==> src/design/rems_fifo.sv <==
`default_nettype none

module rems_fifo #(
  parameter int unsigned WIDTH = 8,
  parameter int unsigned DEPTH = 4
) (
  input  wire logic             clk_i,
  input  wire logic             rst_ni,
  input  wire logic             push_i,
  input  wire logic [WIDTH-1:0] wdata_i,
  output logic                  full_o,
  input  wire logic             pop_i,
  output logic [WIDTH-1:0]      rdata_o,
  output logic                  empty_o
);

  localparam int unsigned PTR_W = (DEPTH > 1) ? $clog2(DEPTH) : 1;
  localparam int unsigned CNT_W = $clog2(DEPTH + 1);

  logic [WIDTH-1:0] store_q [DEPTH];
  logic [PTR_W-1:0] wr_ptr_q, wr_ptr_d, rd_ptr_q, rd_ptr_d;
  logic [CNT_W-1:0] count_q, count_d;
  logic             do_push, do_pop;

  assign full_o  = (count_q == CNT_W'(DEPTH));
  assign empty_o = (count_q == '0);
  assign rdata_o = store_q[rd_ptr_q];
  assign do_push = push_i && !full_o;
  assign do_pop  = pop_i && !empty_o;

  always_comb begin
    wr_ptr_d = wr_ptr_q;
    rd_ptr_d = rd_ptr_q;
    count_d  = count_q;
    if (do_push) begin
      wr_ptr_d = (wr_ptr_q == PTR_W'(DEPTH - 1)) ? '0 : wr_ptr_q + PTR_W'(1);
    end
    if (do_pop) begin
      rd_ptr_d = (rd_ptr_q == PTR_W'(DEPTH - 1)) ? '0 : rd_ptr_q + PTR_W'(1);
    end
    if (do_push && !do_pop) begin
      count_d = count_q + CNT_W'(1);
    end else if (do_pop && !do_push) begin
      count_d = count_q - CNT_W'(1);
    end
  end

  always_ff @(posedge clk_i or negedge rst_ni) begin
    if (!rst_ni) begin
      wr_ptr_q <= '0;
      rd_ptr_q <= '0;
      count_q  <= '0;
    end else begin
      wr_ptr_q <= wr_ptr_d;
      rd_ptr_q <= rd_ptr_d;
      count_q  <= count_d;
    end
  end

  always_ff @(posedge clk_i) begin
    if (do_push) begin
      store_q[wr_ptr_q] <= wdata_i;
    end
  end

  a_count_bound: assert property (@(posedge clk_i) disable iff (!rst_ni)
    count_q <= CNT_W'(DEPTH))
    else $error("fifo count beyond depth");

endmodule

`default_nettype wire

==> config.mk <==
export PLATFORM = sky130hd
export DESIGN_NAME = rems_fifo
export DESIGN_NICKNAME = d
export VERILOG_FILES = /design/src/design/rems_fifo.sv
export SDC_FILE = /design/constraint.sdc
export NUM_CORES = 1
export LEC_CHECK = 0
export BUFFER_PORTS_ARGS = -buffer_cell sky130_fd_sc_hd__buf_2
export CELL_PAD_IN_SITES_DETAIL_PLACEMENT = 0
export CELL_PAD_IN_SITES_GLOBAL_PLACEMENT = 1
export CORE_MARGIN = 2
export CORE_UTILIZATION = 40
export DETAILED_ROUTE_END_ITERATION = 6
export PLACE_DENSITY_LB_ADDON = 0.1
export SLEW_MARGIN = 40
export SYNTH_ARGS = -nofsm -noshare
export SYNTH_HDL_FRONTEND = slang
export SYNTH_SLANG_ARGS = --single-unit
==> constraint.sdc <==
create_clock -name clk_i -period 1.9 [get_ports clk_i]
set_input_delay 0.095 -clock clk_i [delete_from_list [all_inputs] [get_ports clk_i]]
set_output_delay 0.095 -clock clk_i [all_outputs]
set_load 0.02 [all_outputs]
==> key figures <==
CTS
  • Clock Latency Late Sink: 0.28 ns
  • Clock tree buffer depth: 2
  • CTS Buf Count: 5
  • CTS tree: done
  • # H-tree levels: 2
  • Clk sink count: 39
  • CTS clk-pin slew, worst paths: 0.07 ns
  • Root Buffer: clkbuf_8

Place
  • I/O Buffers: 21
  • Cell total after placement: 148
  • Placer congestion estimate: 0.600
  • Dpl ws: 0.0380 ns
  • Post-DP HPWL: 1830 µm

Routing
  • Drt first-iter violations: 16
  • Post-route antenna net violation count: 0
  • Routed wire per std cell: 16.1 µm
  • Drt via density: 4.84
  • Residual DRC count: 0
  • Via count: 784
  • DRT Pass-1 Iters: 3
  • Final WL: 2610 µm

Setup path
  • Setup crit start kind: register
  • R2r endpoint: count_q[1]
  • WS Path Type: reg -> reg
  • CP max-delay cell: dfrtp_2
  • CP required: 2.07 ns
  • Worst reg2reg path depth: 7
  • Critical Path Max Stage Delay: 0.44 ns
  • Crit end category: register
  • Reg-to-Reg Start: count_q[1]
  • R2R setup slack: -0.005 ns
  • CP max FO: 3
  • Crit. Startpoint: count_q[1]
  • Critical path endpoint: count_q[1]
  • CP cell instances: buf_12 -> nor3b_4 -> nor2b_4 -> ha_4 -> inv_2 -> fa_2 -> mux2_4
  • Critical Path AT: 2.07 ns

Cells and area
  • Final-layout fill cell count: 333
  • N_diodes: 0
  • Final cell count without fillers: 162
  • Fin nets: 131
  • Layout area overhead: 22.1%
  • Layout cells sized above 1: 0.563

Global routing
  • Overall routing resource usage: 0.136
  • Largest net degree at the start of global routing: 13
  • Vias in the first global route: 850
  • First-pass GRT wire length: 4190 µm
  • Grt total ovfl: 0
  • Initial antenna violation count: 0

Timing
  • Tcrit/Tclk final: 1.00
  • RSZ-0062 raised after global routing: true
  • Setup_tns: -0.00456 ns
  • Final Critical Period: 1.90 ns
  • Rel. slew slack: 0.697
  • Pins Over Slew Limit: 0
  • Worst-margin pin slew: 0.454 ns
  • Setup Skew: 0.00782 ns
  • Final Hold Vio Count: 0
  • Slack of the critical path: -0.00456 ns
  • Endpoints failing setup: 1
  • Fmax: 0.525 GHz

Run status
  • Status: complete, but fails checks
  • Failing checks: setup timing

Yosys
  • Synth unique cells: 19
  • Synth Net Count: 98
  • Cell Area, Synth: 0.00162 mm²
  • Synthesized netlist cell count: 79
  • Avg Cell Area, Syn: 20.5 µm²
  • Count of state elements after synthesis: 39
  • Synth warnings: 0
  • Seq/Total Area, Yosys: 0.701
  • Top_reg_cell synth: edfxtp_1
  • Synth async-reset ratio: 0.179
  • Post-synth EDFFs: 32

Floorplan
  • Io pins: 22
  • Rows: 23
  • Die ar.: 0.00458 mm²
  • Die width: 67.6 µm
  • Initial Util: 0.411
  • Core ar.: 0.00394 mm²
  • Die height: 67.6 µm

Power and ir drop
  • Peak supply drop: 0.603 mV
  • Leakage: 0.000752 µW
  • Psw: 1020 µW
  • Clock group share of total power: 0.167
  • Gate power share: 0.385
  • Power Internal: 2070 µW
  • Switching fraction of total power: 0.329
  • Seq pwr share: 0.448
  • Pwr/cell area: 1560 mW/mm²

Worst hold path
  • HP Class: in -> reg

Job
  • Max-Cap Viols: 0
==> worst max-delay path: cells and delay by family, from the launching register on <==
kind          cells  cell delay (ns)
fa+ha+maj         2             0.57
buf+inv           2             0.19
flops             1             0.44
mux               1             0.27
simple gates      2             0.30
==> repair_timing <==
action                                 4_1_cts  5_1_grt
pin swaps                                    0        5
endpoints found under the hold margin        7        0
setup endpoints to repair                    6        2
resized for setup                            1        5
hold buffers                                 1        0
setup buffers                                0        6
==> metal layers <==
layer | GRT usage | part of all wire
met5 | 0 | 0
met4 | 0.0536 | 0.016
met3 | 0.0550 | 0.046
met2 | 0.214 | 0.50
met1 | 0.166 | 0.44
==> logic make-up after synthesis <==
logic type | synth area share
fa+ha+maj | 0.0587
flops | 0.701
simple gates | 0.0541
mux | 0.151
buf+inv | 0.0193
xor+xnor | 0.0162
==> registers in the layout, summed over array words and instances (netlist names) <==
register	flops
store_q	32
count_q	3
rd_ptr_q	2
wr_ptr_q	2
==> layout make-up <==
type                    instances  area (µm²)  share of cell area
clock buffers                   5        68.8              0.0348
clock inverters                 2        13.8             0.00696
inverters                       3        11.3             0.00569
multi-input cells              34         488               0.247
flip-flops and latches         39        1140               0.577
well taps                      50        62.6              0.0316
repair buffers                 29         193              0.0974
==> per-stage QoR <==
stage               power, µW  cell area [µm²]  hold WS, ns  utilization
finish                   3090             1980       0.0190        0.502
global route             3320             1980       0.0152        0.502
CTS                      2970             1890       0.0111        0.480
detailed placement       2450             1800      -0.0557        0.457
global placement         2420             1800      -0.0593        0.457
floorplan                2150             1650       -0.201            -
==> cell usage in the layout, fill, tap and decap left out, types with 2 or more instances in the layout <==
master,synthesis,final
and2_2,4,4
buf_12,0,2
buf_2,1,21
buf_4,0,5
clkbuf_8,0,5
dfrtp_1,7,3
dfrtp_2,0,4
edfxtp_1,32,32
ha_1,6,5
inv_1,3,2
mux2_2,3,2
mux2_4,2,3
mux4_2,8,8
nor2_1,3,3
xor2_1,2,2
==> cell usage after synthesis, types with 2 or more instances <==
| cell | number | share of area |
|---|---|---|
| and2_2 | 4 | 0.019 |
| dfrtp_1 | 7 | 0.11 |
| edfxtp_1 | 32 | 0.59 |
| ha_1 | 6 | 0.046 |
| inv_1 | 3 | 0.0069 |
| mux2_2 | 3 | 0.021 |
| mux2_4 | 2 | 0.019 |
| mux4_2 | 8 | 0.11 |
| nor2_1 | 3 | 0.0069 |
| xor2_1 | 2 | 0.011 |
==> power groups by stage <==
stage	combinational, µW	clock, µW	sequential, µW
floorplan	867	0	1280
global placement	1020	0	1410
detailed placement	1030	0	1420
CTS	1040	530	1400
global route	1320	576	1420
finish	1190	515	1390
==> worst min path at each step <==
stage / depth (start not counted) / start / slack [ns] / end
2_1_floorplan: 0 / rst_ni / -0.20 / count_q[0]
3_3_place_gp: 1 / rst_ni / -0.06 / count_q[1]
3_5_place_dp: 1 / rst_ni / -0.06 / count_q[1]
4_1_cts: 1 / wdata_i[4] / 0.01 / store_q[2][4]
5_1_grt: 1 / wdata_i[4] / 0.02 / store_q[2][4]
6_report: 1 / wdata_i[4] / 0.02 / store_q[2][4]
(Power assumes the default switching activity.)
