**src/design/rems_pkg.sv**
```systemverilog
`default_nettype none

package rems_pkg;

  localparam int unsigned EDGE_W  = 11;
  localparam int unsigned COORD_W = 10;
  localparam int unsigned CFG_W   = 11;
  // wide enough for any size register value and for parameter maxima below 8192
  localparam int unsigned SIZE_W  = 13;

  localparam logic [EDGE_W-1:0] EDGE_SAT  = 11'd2047;
  localparam logic [EDGE_W-1:0] MIN_RESET = 11'd2040;
  localparam logic [CFG_W-1:0]  SIZE_RESET = 11'd512;

  // register indexes on the configuration port
  localparam logic REG_NUM_ROWS = 1'b0;
  localparam logic REG_NUM_COLS = 1'b1;

  // windows that one pixel can complete, in emission order; the value is
  // also the bit position in a job's window mask
  typedef enum logic [1:0] {
    WIN_ABOVE_LEFT = 2'd0,
    WIN_ABOVE      = 2'd1,
    WIN_LEFT       = 2'd2,
    WIN_HERE       = 2'd3
  } win_e;

  typedef struct packed {
    logic             restart;
    logic [CFG_W-1:0] num_rows;
    logic [CFG_W-1:0] num_cols;
  } cfg_t;

  typedef struct packed {
    logic [EDGE_W-1:0]  edge_res;
    logic [COORD_W-1:0] out_row;
    logic [COORD_W-1:0] out_col;
    logic               last_of_run;
    logic               frame_done;
    logic [EDGE_W-1:0]  frame_min;
    logic [EDGE_W-1:0]  frame_max;
  } result_t;

endpackage

`default_nettype wire

```
**src/design/rems_back.sv**
```systemverilog
`default_nettype none

module rems_back #(
  parameter int unsigned MAX_COLS   = 1024,
  parameter int unsigned MAX_ROWS   = 1024,
  parameter int unsigned PIXEL_BITS = 8,
  localparam int unsigned COL_W = $clog2(MAX_COLS),
  localparam int unsigned ROW_W = (MAX_ROWS > 1) ? $clog2(MAX_ROWS) : 1,
  localparam int unsigned JOB_W = 4 * PIXEL_BITS + ROW_W + COL_W + 4
) (
  input  wire logic               clk_i,
  input  wire logic               rst_ni,
  input  wire logic               restart_i,
  input  wire logic               jq_empty_i,
  input  wire logic [JOB_W-1:0]   jq_data_i,
  output logic                    jq_pop_o,
  output logic                    res_push_o,
  output rems_pkg::result_t       res_o,
  input  wire logic               res_full_i
);

  import rems_pkg::*;

  localparam int unsigned PW    = PIXEL_BITS;
  localparam int unsigned DIF_W = PW + 2;
  localparam int unsigned SUM_W = PW + 3;
  localparam int unsigned CMP_W = (SUM_W > 12) ? SUM_W : 12;

  typedef struct packed {
    logic [PW-1:0]    pix;
    logic [PW-1:0]    up;
    logic [PW-1:0]    left;
    logic [PW-1:0]    ul;
    logic [ROW_W-1:0] row;
    logic [COL_W-1:0] col;
    logic [3:0]       mask;
  } job_t;

  job_t               job;
  logic               busy_q, busy_d;
  logic [3:0]         rem_q, rem_d, sel_mask, new_rem;
  win_e               win;
  logic               issue, b_adv;
  logic [PW-1:0]      op_a, op_b, op_c, op_d;
  logic [ROW_W-1:0]   win_row;
  logic [COL_W-1:0]   win_col;
  logic signed [DIF_W-1:0] sa, sb, sc, sd, h, v, ld;
  logic [DIF_W-1:0]   habs, vabs, ldabs;
  logic [SUM_W-1:0]   sum;
  logic [EDGE_W-1:0]  edge_d;

  logic               b_valid_q, b_valid_d;
  logic [EDGE_W-1:0]  b_edge_q;
  logic [COORD_W-1:0] b_row_q, b_col_q;
  logic               b_last_q, b_done_q;
  logic [EDGE_W-1:0]  run_min_q, run_max_q, new_min, new_max;

  assign job = jq_data_i;

  // next window of the head job: lowest set bit still pending
  always_comb begin
    sel_mask = busy_q ? rem_q : job.mask;
    win      = WIN_HERE;
    if (sel_mask[WIN_LEFT]) begin
      win = WIN_LEFT;
    end
    if (sel_mask[WIN_ABOVE]) begin
      win = WIN_ABOVE;
    end
    if (sel_mask[WIN_ABOVE_LEFT]) begin
      win = WIN_ABOVE_LEFT;
    end
    new_rem = sel_mask & ~(4'b0001 << win);
  end

  assign b_adv    = !b_valid_q || !res_full_i;
  assign issue    = !jq_empty_i && b_adv;
  assign jq_pop_o = issue && (new_rem == '0);

  always_comb begin
    busy_d = busy_q;
    rem_d  = rem_q;
    if (restart_i) begin
      busy_d = 1'b0;
    end else if (issue) begin
      busy_d = (new_rem != '0);
      rem_d  = new_rem;
    end
  end

  always_comb begin
    case (win)
      WIN_ABOVE_LEFT: begin
        op_a = job.ul;   op_b = job.up;  op_c = job.left; op_d = job.pix;
        win_row = job.row - ROW_W'(1);
        win_col = job.col - COL_W'(1);
      end
      WIN_ABOVE: begin
        op_a = job.up;   op_b = job.up;  op_c = job.pix;  op_d = job.pix;
        win_row = job.row - ROW_W'(1);
        win_col = job.col;
      end
      WIN_LEFT: begin
        op_a = job.left; op_b = job.pix; op_c = job.left; op_d = job.pix;
        win_row = job.row;
        win_col = job.col - COL_W'(1);
      end
      default: begin
        op_a = job.pix;  op_b = job.pix; op_c = job.pix;  op_d = job.pix;
        win_row = job.row;
        win_col = job.col;
      end
    endcase
  end

  // |H| + |V| + 2|LD|; the right diagonal mirrors the left one
  always_comb begin
    sa    = $signed({2'b00, op_a});
    sb    = $signed({2'b00, op_b});
    sc    = $signed({2'b00, op_c});
    sd    = $signed({2'b00, op_d});
    h     = sa + sb - sc - sd;
    v     = sa - sb + sc - sd;
    ld    = sa - sb - sc + sd;
    habs  = h[DIF_W-1]  ? DIF_W'(-h)  : DIF_W'(h);
    vabs  = v[DIF_W-1]  ? DIF_W'(-v)  : DIF_W'(v);
    ldabs = ld[DIF_W-1] ? DIF_W'(-ld) : DIF_W'(ld);
    sum   = SUM_W'(habs) + SUM_W'(vabs) + (SUM_W'(ldabs) << 1);
    if (CMP_W'(sum) > CMP_W'(EDGE_SAT)) begin
      edge_d = EDGE_SAT;
    end else begin
      edge_d = EDGE_W'(sum);
    end
  end

  always_comb begin
    b_valid_d = b_valid_q;
    if (issue) begin
      b_valid_d = 1'b1;
    end else if (b_adv) begin
      b_valid_d = 1'b0;
    end
  end

  always_ff @(posedge clk_i) begin
    if (issue) begin
      b_edge_q <= edge_d;
      b_row_q  <= COORD_W'(win_row);
      b_col_q  <= COORD_W'(win_col);
      b_last_q <= (new_rem == '0);
      b_done_q <= (win == WIN_HERE);
    end
  end

  // running frame extremes include the result being sent
  assign new_min = (b_edge_q < run_min_q) ? b_edge_q : run_min_q;
  assign new_max = (b_edge_q > run_max_q) ? b_edge_q : run_max_q;

  assign res_push_o = b_valid_q && !res_full_i;

  always_comb begin
    res_o.edge_res    = b_edge_q;
    res_o.out_row     = b_row_q;
    res_o.out_col     = b_col_q;
    res_o.last_of_run = b_last_q;
    res_o.frame_done  = b_done_q;
    res_o.frame_min   = new_min;
    res_o.frame_max   = new_max;
  end

  always_ff @(posedge clk_i or negedge rst_ni) begin
    if (!rst_ni) begin
      busy_q    <= 1'b0;
      rem_q     <= '0;
      b_valid_q <= 1'b0;
      run_min_q <= MIN_RESET;
      run_max_q <= '0;
    end else begin
      busy_q    <= busy_d;
      rem_q     <= rem_d;
      b_valid_q <= b_valid_d;
      if (restart_i) begin
        run_min_q <= MIN_RESET;
        run_max_q <= '0;
      end else if (res_push_o) begin
        run_min_q <= b_done_q ? MIN_RESET : new_min;
        run_max_q <= b_done_q ? '0 : new_max;
      end
    end
  end

  a_busy_has_work: assert property (@(posedge clk_i) disable iff (!rst_ni)
    busy_q |-> (rem_q != '0) && !jq_empty_i)
    else $error("window sequencer busy without pending windows");

  a_done_is_last: assert property (@(posedge clk_i) disable iff (!rst_ni)
    b_valid_q && b_done_q |-> b_last_q)
    else $error("frame end result not marked last of its run");

  a_stall_holds: assert property (@(posedge clk_i) disable iff (!rst_ni)
    b_valid_q && res_full_i |=> b_valid_q && $stable(b_edge_q))
    else $error("stalled result changed");

endmodule

`default_nettype wire

```
**config.mk**
```make
export PLATFORM = sky130hd
export DESIGN_NAME = rems_back
export DESIGN_NICKNAME = d
export VERILOG_FILES = /design/src/design/rems_pkg.sv /design/src/design/rems_back.sv
export SDC_FILE = /design/constraint.sdc
export NUM_CORES = 1
export LEC_CHECK = 0
export BUFFER_PORTS_ARGS = -buffer_cell sky130_fd_sc_hd__clkbuf_2
export CORE_ASPECT_RATIO = 1.75
export CORE_MARGIN = 1
export CORE_UTILIZATION = 40
export DETAILED_ROUTE_END_ITERATION = 8
export GPL_TIMING_DRIVEN = 0
export SYNTH_ARGS = -nofsm -noshare
export SYNTH_HDL_FRONTEND = slang
export SYNTH_SLANG_ARGS = --single-unit
```
**constraint.sdc**
```tcl
create_clock -name clk_i -period 20.8 [get_ports clk_i]
set_clock_uncertainty 0.2 [all_clocks]
set_input_delay 2.08 -clock clk_i [delete_from_list [all_inputs] [get_ports clk_i]]
set_output_delay 2.08 -clock clk_i [all_outputs]
set_load 0.02 [all_outputs]
```
==> flow_summary.yaml <==
run_status:
  outcome: "finished, final reports clean"
logic_synthesis:
  yosys-top-cells-count: "inv_1 (116), ha_1 (75), nor2_1 (54)"
  ys_top_cells_by_area: "edfxtp_1 (14%), ha_1 (13%), fa_1 (12%)"
  synth_top_area_cell: "edfxtp_1"
  yosys.area.top_type_share_pct: 13.7
  yosysWarnings: 0
  synth_cell_types: 74
  synth-seq-area-share_pct: 23.6
  synth_edf_count: 33
  synth_fp_nets: 969
  synth.most_common_cell: "inv_1"
  synth_seq_cells: 61
  syn_avg_cell_area_um2: 9.12
  ys.flop_type: "edfxtp_1"
  synthCells: 791
  synthesis.area_um2: 7210
  async_reset_ff_share_pct: 45.9
timing:
  relSlewSlack_pct: 22.2
  fin_crit_ns: 9.65
  setup_violations: 0
  hold_ws_ns: 0.318
  hold_violations: 0
  worst-slew-pin-transition_ns: 1.14
  max_freq_mhz: 104
  finalCritPeriodShare_pct: 46.4
  fin_tns_setup_ns: 0
  slew_viol_final: 0
  rsz0062_at_grt: "false"
  layout_setup_ws_ns: 11.15
worst_setup_path:
  end_kind: "flip-flop"
  path_class: "in2reg"
  r2r_end: "b_edge_q[10]$_DFFE_PP_"
  critPathLaunchType: "primary input"
  cp.required_ns: 20.66
  ff2ff_path_depth: 26
  reg2reg_setup_slack_ns: 12.32
  reg2reg_from: "busy_q$_DFFE_PN0P_"
  arrival_ns: 9.51
  crit_fanout: 10
drt:
  detailedRoute.firstIterationViolations: 178
  dr.pass1.iters: 4
  via_count: 5858
  drc_errors: 0
  drt-wirelength-per-cell_um: 15.5
  ant_nets: 0
  finalWirelength_um: 17900
  viasPerCell: 5.07
floorplanning:
  start_util_pct: 41.1
  num_rows: 64
  ios: 118
  die_area_um2: 18600
  design.core.area_um2: 17500
  die_h_um: 180
  die_w_um: 104
global_routing:
  grt_pass1_wl_um: 29400
  globalRouteOverflowTotal: 0
  antenna_found_initial: 0
  grtUsageTotal_pct: 19.9
  grt_pass1_vias: 6121
  grt_max_degree: 29
clocking:
  clkLatencyLatePin_ns: 0.32
  cts_inserted_buffers: 9
  root_buffer: "clkbuf_16"
  clk_pin_slew_ns: 0.05
  ctsResizeCount: 0
  numClockSinks: 61
  cts-hold-fix-buffers: 0
  cts_tree: "done"
  cts_buffer_depth: 2
  cts_setup_buffers: 0
  cts.htree.levels: 3
min_path:
  hold_class: "reg2reg"
  holdPathEnd: "rem_q[0]$_DFFE_PN0P_"
  hp-start: "rem_q[0]$_DFFE_PN0P_"
  worstHoldPathCells: 1
finish:
  syn2layout_area_growth_pct: 17.2
  fin_nets: 1097
  design_area_um2: 8460
  diodes: 0
  drive_above_1_share_pct: 20.0
placement:
  dp_hpwl_um: 15000
  place_congestion: 0.851
  dp_slack_ns: 10.88
  port_buffers: 116
  post_dp_cell_area_um2: 8120
run:
  maxCapViolCount: 0
-- through the flow --
| stage | instances | utilization [%] |
|---|---|---|
| after global placement | 1138 | 46.1 |
| after detailed placement | 1139 | 46.3 |
| after global routing | 1155 | 48.2 |
| final | 1155 | 48.2 |
| after floorplan | 791 | - |
| after CTS | 1155 | 48.2 |
-- cells by family (layout without fill, tap and decap cells) --
family                   after synthesis  after routing  synth area share [%]
AO/OA/AOI/OAI                        171            171                  15.9
XOR/XNOR                              77             77                  10.0
adder cells (fa/ha/maj)              119            119                  25.0
buffers and inverters                135            268                  7.35
flip-flops                            61             61                  23.6
multiplexers                          28             28                  4.28
AND/OR/NAND/NOR                      200            200                  13.9
-- state kept, by name, summed over array words and instances, names as in the netlist --
signal,flops
b_edge_q,11
run_max_q,11
run_min_q,11
b_col_q,10
b_row_q,10
rem_q,4
b_done_q,1
b_last_q,1
b_valid_q,1
busy_q,1
-- layer usage --
| layer | global-route usage [%] | vias up | wire [um] |
|---|---|---|---|
| met5 | 0 | - | 0 |
| met4 | 8.12 | 0 | 545 |
| met3 | 1.63 | 29 | 381 |
| met2 | 42.4 | 104 | 10600 |
| met1 | 18.7 | 2762 | 6390 |
| li1 | - | 2963 | - |
-- critical path: stages --
cell	delay (ns)
clkbuf_2	0.09
mux2i_1	0.83
nand2_1	0.52
clkbuf_1	0.43
nand2_1	0.19
nand2_1	0.16
fa_1	0.52
fa_1	0.48
inv_1	0.07
ha_1	0.18
inv_1	0.06
fa_1	0.40
nor2b_1	0.16
o31a_1	0.18
nor3_1	0.07
o21ai_0	0.60
a31oi_1	0.20
xnor2_1	0.20
fa_1	0.55
inv_1	0.04
ha_1	0.20
or4_1	0.52
o22ai_1	0.22
o21bai_1	0.10
a21oi_1	0.18
xnor3_1	0.26
-- cell type report --
type,instances,area (um2)
sequential,61,1700
tap,231,289
inverter,116,435
multi-input combinational,595,4990
fill,1723,9080
clock buffer,11,253
clock inverter,5,82.6
timing repair buffer,117,608
buffer,19,95.1
-- layout by cell type, fill, tap and decap left out, types with 18 or more instances in the layout --
cell type  instances
a21o_1            23
a21oi_1           36
clkbuf_2         116
dfrtp_1           20
edfxtp_1          33
fa_1              42
ha_1              75
inv_1            116
nand2_1           52
nand3_1           18
nor2_1            54
o21ai_0           33
xnor2_1           48
xor2_1            25
-- how the worst max path moves through the flow --
stage	from	end	cells after the start
after floorplan	jq_data_i[1]	b_edge_q[10]$_DFFE_PP_	30
after global placement	jq_data_i[0]	b_edge_q[10]$_DFFE_PP_	26
after detailed placement	jq_data_i[0]	b_edge_q[10]$_DFFE_PP_	26
after CTS	jq_data_i[0]	b_edge_q[10]$_DFFE_PP_	26
after global routing	jq_data_i[0]	b_edge_q[10]$_DFFE_PP_	26
final	jq_data_i[0]	b_edge_q[10]$_DFFE_PP_	26
Power is not shown: default switching activity piles up to over one toggle a cycle in this logic, so the estimate is an artifact.
